**src/rtl/tte_pkg.sv**
```systemverilog
// Shared types and constants for the tap tempo estimator.
package tte_pkg;

   localparam int TIME_W     = 32;
   localparam int TIMEOUT_W  = 16;
   localparam int BPM_W      = 14;
   localparam int TAPS_W     = 4;
   localparam int CSR_IDX_W  = 2;
   localparam int CSR_DATA_W = 16;

   // Dividend holds 600000*(n-1) plus half of a 32-bit span.
   localparam int DIV_W     = 33;
   localparam int DIV_CNT_W = 6;

   localparam int                    TENTHS_W          = 20;
   localparam logic [TENTHS_W-1:0]   TENTHS_PER_MIN_MS = 20'd600000;

   localparam logic [TIMEOUT_W-1:0]  TIMEOUT_RST = 16'd3000;
   localparam logic [BPM_W-1:0]      MIN_BPM_RST = 14'd400;
   localparam logic [BPM_W-1:0]      MAX_BPM_RST = 14'd2400;

   localparam logic [CSR_IDX_W-1:0]  CSR_TIMEOUT = 2'd0;
   localparam logic [CSR_IDX_W-1:0]  CSR_MIN_BPM = 2'd1;
   localparam logic [CSR_IDX_W-1:0]  CSR_MAX_BPM = 2'd2;

   typedef enum logic [2:0] {
      ST_IDLE,
      ST_GAP,
      ST_OLDEST,
      ST_SPAN,
      ST_NUM,
      ST_DIV,
      ST_DONE
   } state_type;

endpackage

```
**src/rtl/tap_tempo_estimator.sv**
```systemverilog
// Tap tempo estimator top level: tap window, sequencer, clamp and output register.
//
// Each request carries one tap timestamp in milliseconds. The block keeps the
// newest MAX_TAPS taps in a small ring memory, empties the window when the gap
// since the last tap exceeds timeout_ms, and for two or more taps returns the
// tempo in tenths of BPM, rounded and clamped to the min/max registers, with
// the number of taps used.
// A tap that leaves fewer than two taps in the window yields no response: the
// sequencer passes through ST_GAP and ST_OLDEST and returns to idle. Otherwise
// it steps through ST_GAP, ST_OLDEST, ST_SPAN, ST_NUM, ST_DIV and ST_DONE before
// the response register loads; a zero span skips the 33-step restoring divider.
// The path holds one ring read each for the last and the oldest tap.
// A new tap is not taken before the sequencer is through with the last one;
// req_ready is high only when the sequencer is idle.
// A finished response sits in an output register; the next tap is accepted
// while it waits. If rsp_ready stays low, the following result holds the
// sequencer until the register frees.
// Reset empties the window and loads timeout 3000 ms, limits 40.0 and 240.0 BPM.
// Register writes are always accepted and must be made while no tap is pending.
module tap_tempo_estimator
   import tte_pkg::*;
#(
   parameter int MAX_TAPS = 8
) (
   input  logic                  clock,
   input  logic                  reset,
   input  logic                  req_valid,
   output logic                  req_ready,
   input  logic [TIME_W-1:0]     req_tap_time_ms,
   output logic                  rsp_valid,
   input  logic                  rsp_ready,
   output logic [BPM_W-1:0]      rsp_bpm_tenths,
   output logic [TAPS_W-1:0]     rsp_taps_used,
   input  logic                  csr_valid,
   output logic                  csr_ready,
   input  logic [CSR_IDX_W-1:0]  csr_index,
   input  logic [CSR_DATA_W-1:0] csr_wdata
);

   localparam int PTR_W  = $clog2(MAX_TAPS);
   localparam int CNT_W  = $clog2(MAX_TAPS + 1);
   localparam int EXT_W  = CNT_W + 1;
   localparam int PROD_W = TENTHS_W + CNT_W;

   localparam logic [PTR_W-1:0] LAST_SLOT  = PTR_W'(MAX_TAPS - 1);
   localparam logic [CNT_W-1:0] FULL_COUNT = CNT_W'(MAX_TAPS);
   localparam logic [CNT_W-1:0] MIN_COUNT  = CNT_W'(2);
   localparam logic [EXT_W-1:0] RING_SIZE  = EXT_W'(MAX_TAPS);

   state_type            state_ff, state_in;
   logic [TIME_W-1:0]    now_ff, now_in;
   logic [PTR_W-1:0]     head_ff, head_in;
   logic [CNT_W-1:0]     count_ff, count_in;
   logic [TIME_W-1:0]    span_ff, span_in;
   logic [DIV_W-1:0]     quo_ff, quo_in;

   logic [TIMEOUT_W-1:0] timeout_ff;
   logic [BPM_W-1:0]     min_bpm_ff;
   logic [BPM_W-1:0]     max_bpm_ff;

   logic                 rsp_valid_ff, rsp_valid_in;
   logic [BPM_W-1:0]     bpm_ff;
   logic [TAPS_W-1:0]    taps_ff;
   logic                 rsp_load;

   logic [TIME_W-1:0]    ring [MAX_TAPS];
   logic [TIME_W-1:0]    rd_data_ff;
   logic                 rd_en;
   logic [PTR_W-1:0]     rd_addr;
   logic                 wr_en;

   logic [PTR_W-1:0]     prev_slot;
   logic [PTR_W-1:0]     next_slot;
   logic [EXT_W-1:0]     head_ext;
   logic [EXT_W-1:0]     cnt_ext;
   logic [EXT_W-1:0]     oldest_ext;
   logic [PTR_W-1:0]     oldest_slot;
   logic [TIME_W-1:0]    gap;
   logic                 restart;
   logic [CNT_W-1:0]     base_count;
   logic [PROD_W-1:0]    num;
   logic [DIV_W-1:0]     dividend;
   logic [BPM_W-1:0]     capped;
   logic [BPM_W-1:0]     bpm_clamped;

   logic                 div_start;
   logic                 div_done;
   logic [DIV_W-1:0]     div_quotient;

   assign prev_slot = (head_ff == '0) ? LAST_SLOT : head_ff - 1'b1;
   assign next_slot = (head_ff == LAST_SLOT) ? '0 : head_ff + 1'b1;

   // oldest tap sits count slots behind the head, modulo the ring size
   assign head_ext    = EXT_W'(head_ff);
   assign cnt_ext     = EXT_W'(count_ff);
   assign oldest_ext  = (head_ext >= cnt_ext) ? head_ext - cnt_ext
                                              : head_ext + RING_SIZE - cnt_ext;
   assign oldest_slot = oldest_ext[PTR_W-1:0];

   assign gap        = now_ff - rd_data_ff;
   assign restart    = (count_ff != '0) && (gap > TIME_W'(timeout_ff));
   assign base_count = restart ? '0 : count_ff;

   // round half up: add half the span before dividing
   assign num      = PROD_W'(TENTHS_PER_MIN_MS) * PROD_W'(count_ff - 1'b1);
   assign dividend = DIV_W'(num) + DIV_W'(span_ff[TIME_W-1:1]);

   // lower to max first, then raise to min
   assign capped      = (quo_ff > DIV_W'(max_bpm_ff)) ? max_bpm_ff : quo_ff[BPM_W-1:0];
   assign bpm_clamped = (capped < min_bpm_ff) ? min_bpm_ff : capped;

   always_comb begin
      state_in  = state_ff;
      now_in    = now_ff;
      head_in   = head_ff;
      count_in  = count_ff;
      span_in   = span_ff;
      quo_in    = quo_ff;
      rd_en     = 1'b0;
      rd_addr   = prev_slot;
      wr_en     = 1'b0;
      div_start = 1'b0;
      rsp_load  = 1'b0;
      req_ready = 1'b0;
      case (state_ff)
         ST_IDLE: begin
            req_ready = 1'b1;
            if (req_valid) begin
               now_in   = req_tap_time_ms;
               rd_en    = 1'b1;
               rd_addr  = prev_slot;
               state_in = ST_GAP;
            end
         end
         ST_GAP: begin
            wr_en    = 1'b1;
            head_in  = next_slot;
            count_in = (base_count < FULL_COUNT) ? base_count + 1'b1 : base_count;
            state_in = ST_OLDEST;
         end
         ST_OLDEST: begin
            rd_en    = 1'b1;
            rd_addr  = oldest_slot;
            state_in = (count_ff < MIN_COUNT) ? ST_IDLE : ST_SPAN;
         end
         ST_SPAN: begin
            span_in  = now_ff - rd_data_ff;
            state_in = ST_NUM;
         end
         ST_NUM: begin
            if (span_ff == '0) begin
               // zero span means unbounded tempo: take the upper limit
               quo_in   = DIV_W'(max_bpm_ff);
               state_in = ST_DONE;
            end else begin
               div_start = 1'b1;
               state_in  = ST_DIV;
            end
         end
         ST_DIV: begin
            if (div_done) begin
               quo_in   = div_quotient;
               state_in = ST_DONE;
            end
         end
         ST_DONE: begin
            if (!rsp_valid_ff || rsp_ready) begin
               rsp_load = 1'b1;
               state_in = ST_IDLE;
            end
         end
         default: begin
            state_in = ST_IDLE;
         end
      endcase
   end

   assign rsp_valid_in = rsp_load | (rsp_valid_ff & ~rsp_ready);

   always_ff @(posedge clock) begin
      if (reset) begin
         state_ff     <= ST_IDLE;
         head_ff      <= '0;
         count_ff     <= '0;
         rsp_valid_ff <= 1'b0;
      end else begin
         state_ff     <= state_in;
         head_ff      <= head_in;
         count_ff     <= count_in;
         rsp_valid_ff <= rsp_valid_in;
      end
   end

   always_ff @(posedge clock) begin
      now_ff  <= now_in;
      span_ff <= span_in;
      quo_ff  <= quo_in;
      if (rsp_load) begin
         bpm_ff  <= bpm_clamped;
         taps_ff <= TAPS_W'(count_ff);
      end
   end

   always_ff @(posedge clock) begin
      if (wr_en) begin
         ring[head_ff] <= now_ff;
      end
      if (rd_en) begin
         rd_data_ff <= ring[rd_addr];
      end
   end

   assign csr_ready = 1'b1;

   always_ff @(posedge clock) begin
      if (reset) begin
         timeout_ff <= TIMEOUT_RST;
         min_bpm_ff <= MIN_BPM_RST;
         max_bpm_ff <= MAX_BPM_RST;
      end else if (csr_valid) begin
         if (csr_index == CSR_TIMEOUT) begin
            timeout_ff <= csr_wdata;
         end
         if (csr_index == CSR_MIN_BPM) begin
            min_bpm_ff <= csr_wdata[BPM_W-1:0];
         end
         if (csr_index == CSR_MAX_BPM) begin
            max_bpm_ff <= csr_wdata[BPM_W-1:0];
         end
      end
   end

   tte_div u_div (
      .clock    (clock),
      .reset    (reset),
      .start    (div_start),
      .dividend (dividend),
      .divisor  (span_ff),
      .done     (div_done),
      .quotient (div_quotient)
   );

   assign rsp_valid      = rsp_valid_ff;
   assign rsp_bpm_tenths = bpm_ff;
   assign rsp_taps_used  = taps_ff;

endmodule

```
**src/rtl/tte_div.sv**
```systemverilog
// Restoring divider, one quotient bit per cycle.
module tte_div
   import tte_pkg::*;
(
   input  logic              clock,
   input  logic              reset,
   input  logic              start,
   input  logic [DIV_W-1:0]  dividend,
   input  logic [TIME_W-1:0] divisor,
   output logic              done,
   output logic [DIV_W-1:0]  quotient
);

   localparam logic [DIV_CNT_W-1:0] LAST_STEP = DIV_CNT_W'(DIV_W - 1);

   logic [TIME_W-1:0]    rem_ff, rem_in;
   logic [DIV_W-1:0]     quo_ff, quo_in;
   logic [TIME_W-1:0]    den_ff, den_in;
   logic [DIV_CNT_W-1:0] cnt_ff, cnt_in;
   logic                 run_ff, run_in;
   logic                 done_ff, done_in;

   logic [TIME_W:0]      shifted;
   logic [TIME_W:0]      diff;
   logic                 fits;

   // remainder stays below the divisor, so its top bit after the shift fits in TIME_W+1
   assign shifted = {rem_ff, quo_ff[DIV_W-1]};
   assign diff    = shifted - {1'b0, den_ff};
   assign fits    = shifted >= {1'b0, den_ff};

   always_comb begin
      rem_in  = rem_ff;
      quo_in  = quo_ff;
      den_in  = den_ff;
      cnt_in  = cnt_ff;
      run_in  = run_ff;
      done_in = 1'b0;
      if (start) begin
         rem_in = '0;
         quo_in = dividend;
         den_in = divisor;
         cnt_in = '0;
         run_in = 1'b1;
      end else if (run_ff) begin
         rem_in = fits ? diff[TIME_W-1:0] : shifted[TIME_W-1:0];
         quo_in = {quo_ff[DIV_W-2:0], fits};
         cnt_in = cnt_ff + 1'b1;
         if (cnt_ff == LAST_STEP) begin
            run_in  = 1'b0;
            done_in = 1'b1;
         end
      end
   end

   always_ff @(posedge clock) begin
      if (reset) begin
         run_ff  <= 1'b0;
         done_ff <= 1'b0;
         cnt_ff  <= '0;
      end else begin
         run_ff  <= run_in;
         done_ff <= done_in;
         cnt_ff  <= cnt_in;
      end
   end

   always_ff @(posedge clock) begin
      rem_ff <= rem_in;
      quo_ff <= quo_in;
      den_ff <= den_in;
   end

   assign done     = done_ff;
   assign quotient = quo_ff;

endmodule
```
**config.mk**
```make
export PLATFORM = sky130hd
export DESIGN_NAME = tap_tempo_estimator
export DESIGN_NICKNAME = d
export VERILOG_FILES = /design/src/rtl/tte_pkg.sv /design/src/rtl/tap_tempo_estimator.sv /design/src/rtl/tte_div.sv
export SDC_FILE = /design/constraint.sdc
export NUM_CORES = 1
export LEC_CHECK = 0
export BUFFER_PORTS_ARGS = -buffer_cell sky130_fd_sc_hd__buf_2
export CAP_MARGIN = 15
export CORE_MARGIN = 3
export CORE_UTILIZATION = 60
export DETAILED_ROUTE_END_ITERATION = 16
export PLACE_DENSITY = 0.87
export SETUP_SLACK_MARGIN = 0.2
export SYNTH_ARGS = -nofsm -noshare
export SYNTH_HDL_FRONTEND = slang
export SYNTH_HIERARCHICAL = 1
export SYNTH_SLANG_ARGS = --single-unit
```
**constraint.sdc**
```tcl
create_clock -name clock -period 9.5 [get_ports clock]
set_clock_uncertainty 0.15 [all_clocks]
set_input_delay 1.425 -clock clock [delete_from_list [all_inputs] [get_ports clock]]
set_output_delay 1.425 -clock clock [all_outputs]
set_load 0.01 [all_outputs]
```
==> metrics.txt <==
placeable core area 47100 um^2; max-cap violations 0; Worst EP required 9700 ps; Stages on worst setup path 29; initial core utilization 0.614; R2R depth 29; Slew HR 0.190; # H-tree levels 2; number of global-route vias before repair 19700; R2R Setup Slk 940 ps; layout cells sized above 1 0.155; DP HPWL 44100 um; final setup fails 0; Unique masters post-synth 91; Slew @ Worst Pin 1210 ps; cells after synthesis 2326; CP Max Fanout 16; area grow syn2layout 9.80%; first-pass GRT wire length 106000 um; Worst EP arrival 8760 ps; CP top delay family compound AO/OA/AOI/OAI gates; top-count cell post-synth edfxtp_1; wire per inst 22.1 um; post-synthesis cell area 28900 um^2; routed wire length 67500 um; # IOs 76; largest net degree at the start of global routing 65; Yosys top cell by area edfxtp_1; Fill cells 3091; complex-gate fraction of the synthesized area 0.0979; Total Nets Final 2654; CTS Hold Bufs 0; Clock Sinks 563; sequential share of the synthesized area 0.551; R2R Path Start count_ff[2]; Hold Vio Cnt, Final 0; Clk pin slew, worst setup/hold paths 60 ps; post-route ant nets 0; Area contributors post-synth edfxtp_1 (49%), ha_1 (7.9%), dfxtp_1 (6.6%); Post-synth EDFFs 468; initial antenna violation count 0; YS warnings 6; Post-synth top cells edfxtp_1 (468), nand2_1 (219), ha_1 (182); largest family of logic cells by synthesized area simple AND/OR/NAND/NOR gates; Post-synth ARST share 0; Synth Area in Adders 0.0932; Row Count 79; DR vias 19400; crit path buf inv count 3; hold endpoint timeout_ff[15]; Worst setup EP type register; Die Wd 226 um; DIE HEIGHT 226 um; Final Cycle Share 0.901; main flop type after synthesis edfxtp_1; CP dominant cell by count ha_1; syn_area_per_cell 12.4 um^2; CTS tree built; Seq cells post-synth 563; Skew-Pair Late Insertion Delay 620 ps; die area 50900 um^2; CTS max path bufs 3; n_diodes 0; CTS root buf clkbuf_16; Yosys top cell area share 0.485; Post-Synth Simple-Gate Area 0.0981; Slew Limit Fails 0; Starting DRT DRC Count 1808; Sum Neg Setup Slack 0 ps; hold crit path type register to register; vias per inst 6.37; drt pass-1 iters 6; Port Buffers 74; Hold Slack 313 ps; pre-CTS WS 955 ps; DRC Markers 0; Crit Path Class register to register; total track usage 0.268; Post-Synth XOR/XNOR Area 0.0350; CP Launch Type register; WHS Path Cells 2; RSZ-0062 raised after global routing false; reg2reg end u_div/quotient[26]; fin crit period 8560 ps; Post-Route Utilization 0.674; final worst setup slack 939 ps; total gr overflow 0; total CTS buffers 56; fmax 117 MHz; Hold Crit Start timeout_ff[15]; outcome complete, no violations; Final Wtd Congestion 0.981; multiplexer share of the synthesized area 0.0894; Critical Path Max Stage Delay 730 ps; slowest CP cell dfxtp_1
[cells in the final DEF (no fill, tap or decap), types with 32 or more instances in the layout]
cell type  synthesis  layout
edfxtp_1         468     468
nand3_1           32      32
xnor2_1           76      76
nand2_1          219     219
ha_1             182     182
mux4_2            64      64
nor2_1           111     109
buf_2             14      74
dfxtp_1           95      95
and3_1            32      32
a21o_1            42      42
nor3_1            43      39
mux2_2            92      92
o21ai_0           73      73
inv_1            171     171
a21oi_1          134     132
xor2_1            37      36
clkbuf_16          0      57
[repair_timing]
action,CTS,global route
resized for setup,0,2
endpoints found under the setup margin,0,4
setup buffers,0,0
[worst max-delay path by stage]
stage / start / end / slack, ps
5_1_grt: count_ff[2] / u_div/quotient[28] / 230
6_report: count_ff[2] / u_div/quotient[26] / 940
3_5_place_dp: count_ff[2] / u_div/quotient[26] / 950
3_3_place_gp: count_ff[2] / u_div/quotient[28] / 1450
4_1_cts: count_ff[2] / u_div/quotient[26] / 770
2_1_floorplan: count_ff[1] / u_div/quotient[25] / 2230
[registers in the layout, indices dropped and copies added, names as in the netlist, 32 cells and up]
name / count
span_ff: 32
u_div/rem_ff: 32
u_div/quotient: 33
quo_ff: 33
u_div/den_ff: 32
rd_data_ff: 32
now_ff: 32
ring: 256
[cells by family (layout without fill, tap and decap cells)]
group | Yosys count | after routing
other | 2 | 3
AOI/OAI and AO/OA | 429 | 429
DFF | 563 | 563
and+or+nand+nor | 587 | 587
xor gates and xnor gates | 114 | 114
adders and majority gates | 203 | 203
muxes | 167 | 167
buffers and inverters | 261 | 377
[per-layer routing]
metal  vias up  global-route usage  wire length [um]
met5         -                   0                 0
met1      9424               0.338             25300
li1       8813                   -                 -
met4         0               0.133              3450
met2       965               0.459             33400
met3       240              0.0359              5290
[worst register-to-register path, delay by kind of cell (launching register included)]
kind / cells / cell delay (ps)
AOI/OAI and AO/OA: 11 / 3070
xor gates and xnor gates: 4 / 950
adders and majority gates: 7 / 2450
buffers and inverters: 3 / 310
DFF: 1 / 730
muxes: 1 / 270
and+or+nand+nor: 3 / 420
[metrics by stage]
step,cells,instance area (um^2)
final,3050,31800
after CTS,3049,31800
after global placement,2944,30000
after floorplan,2327,29000
after detailed placement,2944,30000
after global routing,3050,31800
[final cells by class]
type,instances,area (um^2),area share
Clock buffer,80,1540,0.0485
Clock inverter,25,226,0.00712
Inverter,173,649,0.0204
Multi-Input combinational cell,1503,12100,0.380
Sequential cell,563,16000,0.502
Tap cell,607,759,0.0239
Timing Repair Buffer,99,562,0.0177
Power is left out: the tool's default activity adds up to more than one toggle a clock period on the data nets, which glitch-free logic cannot reach.
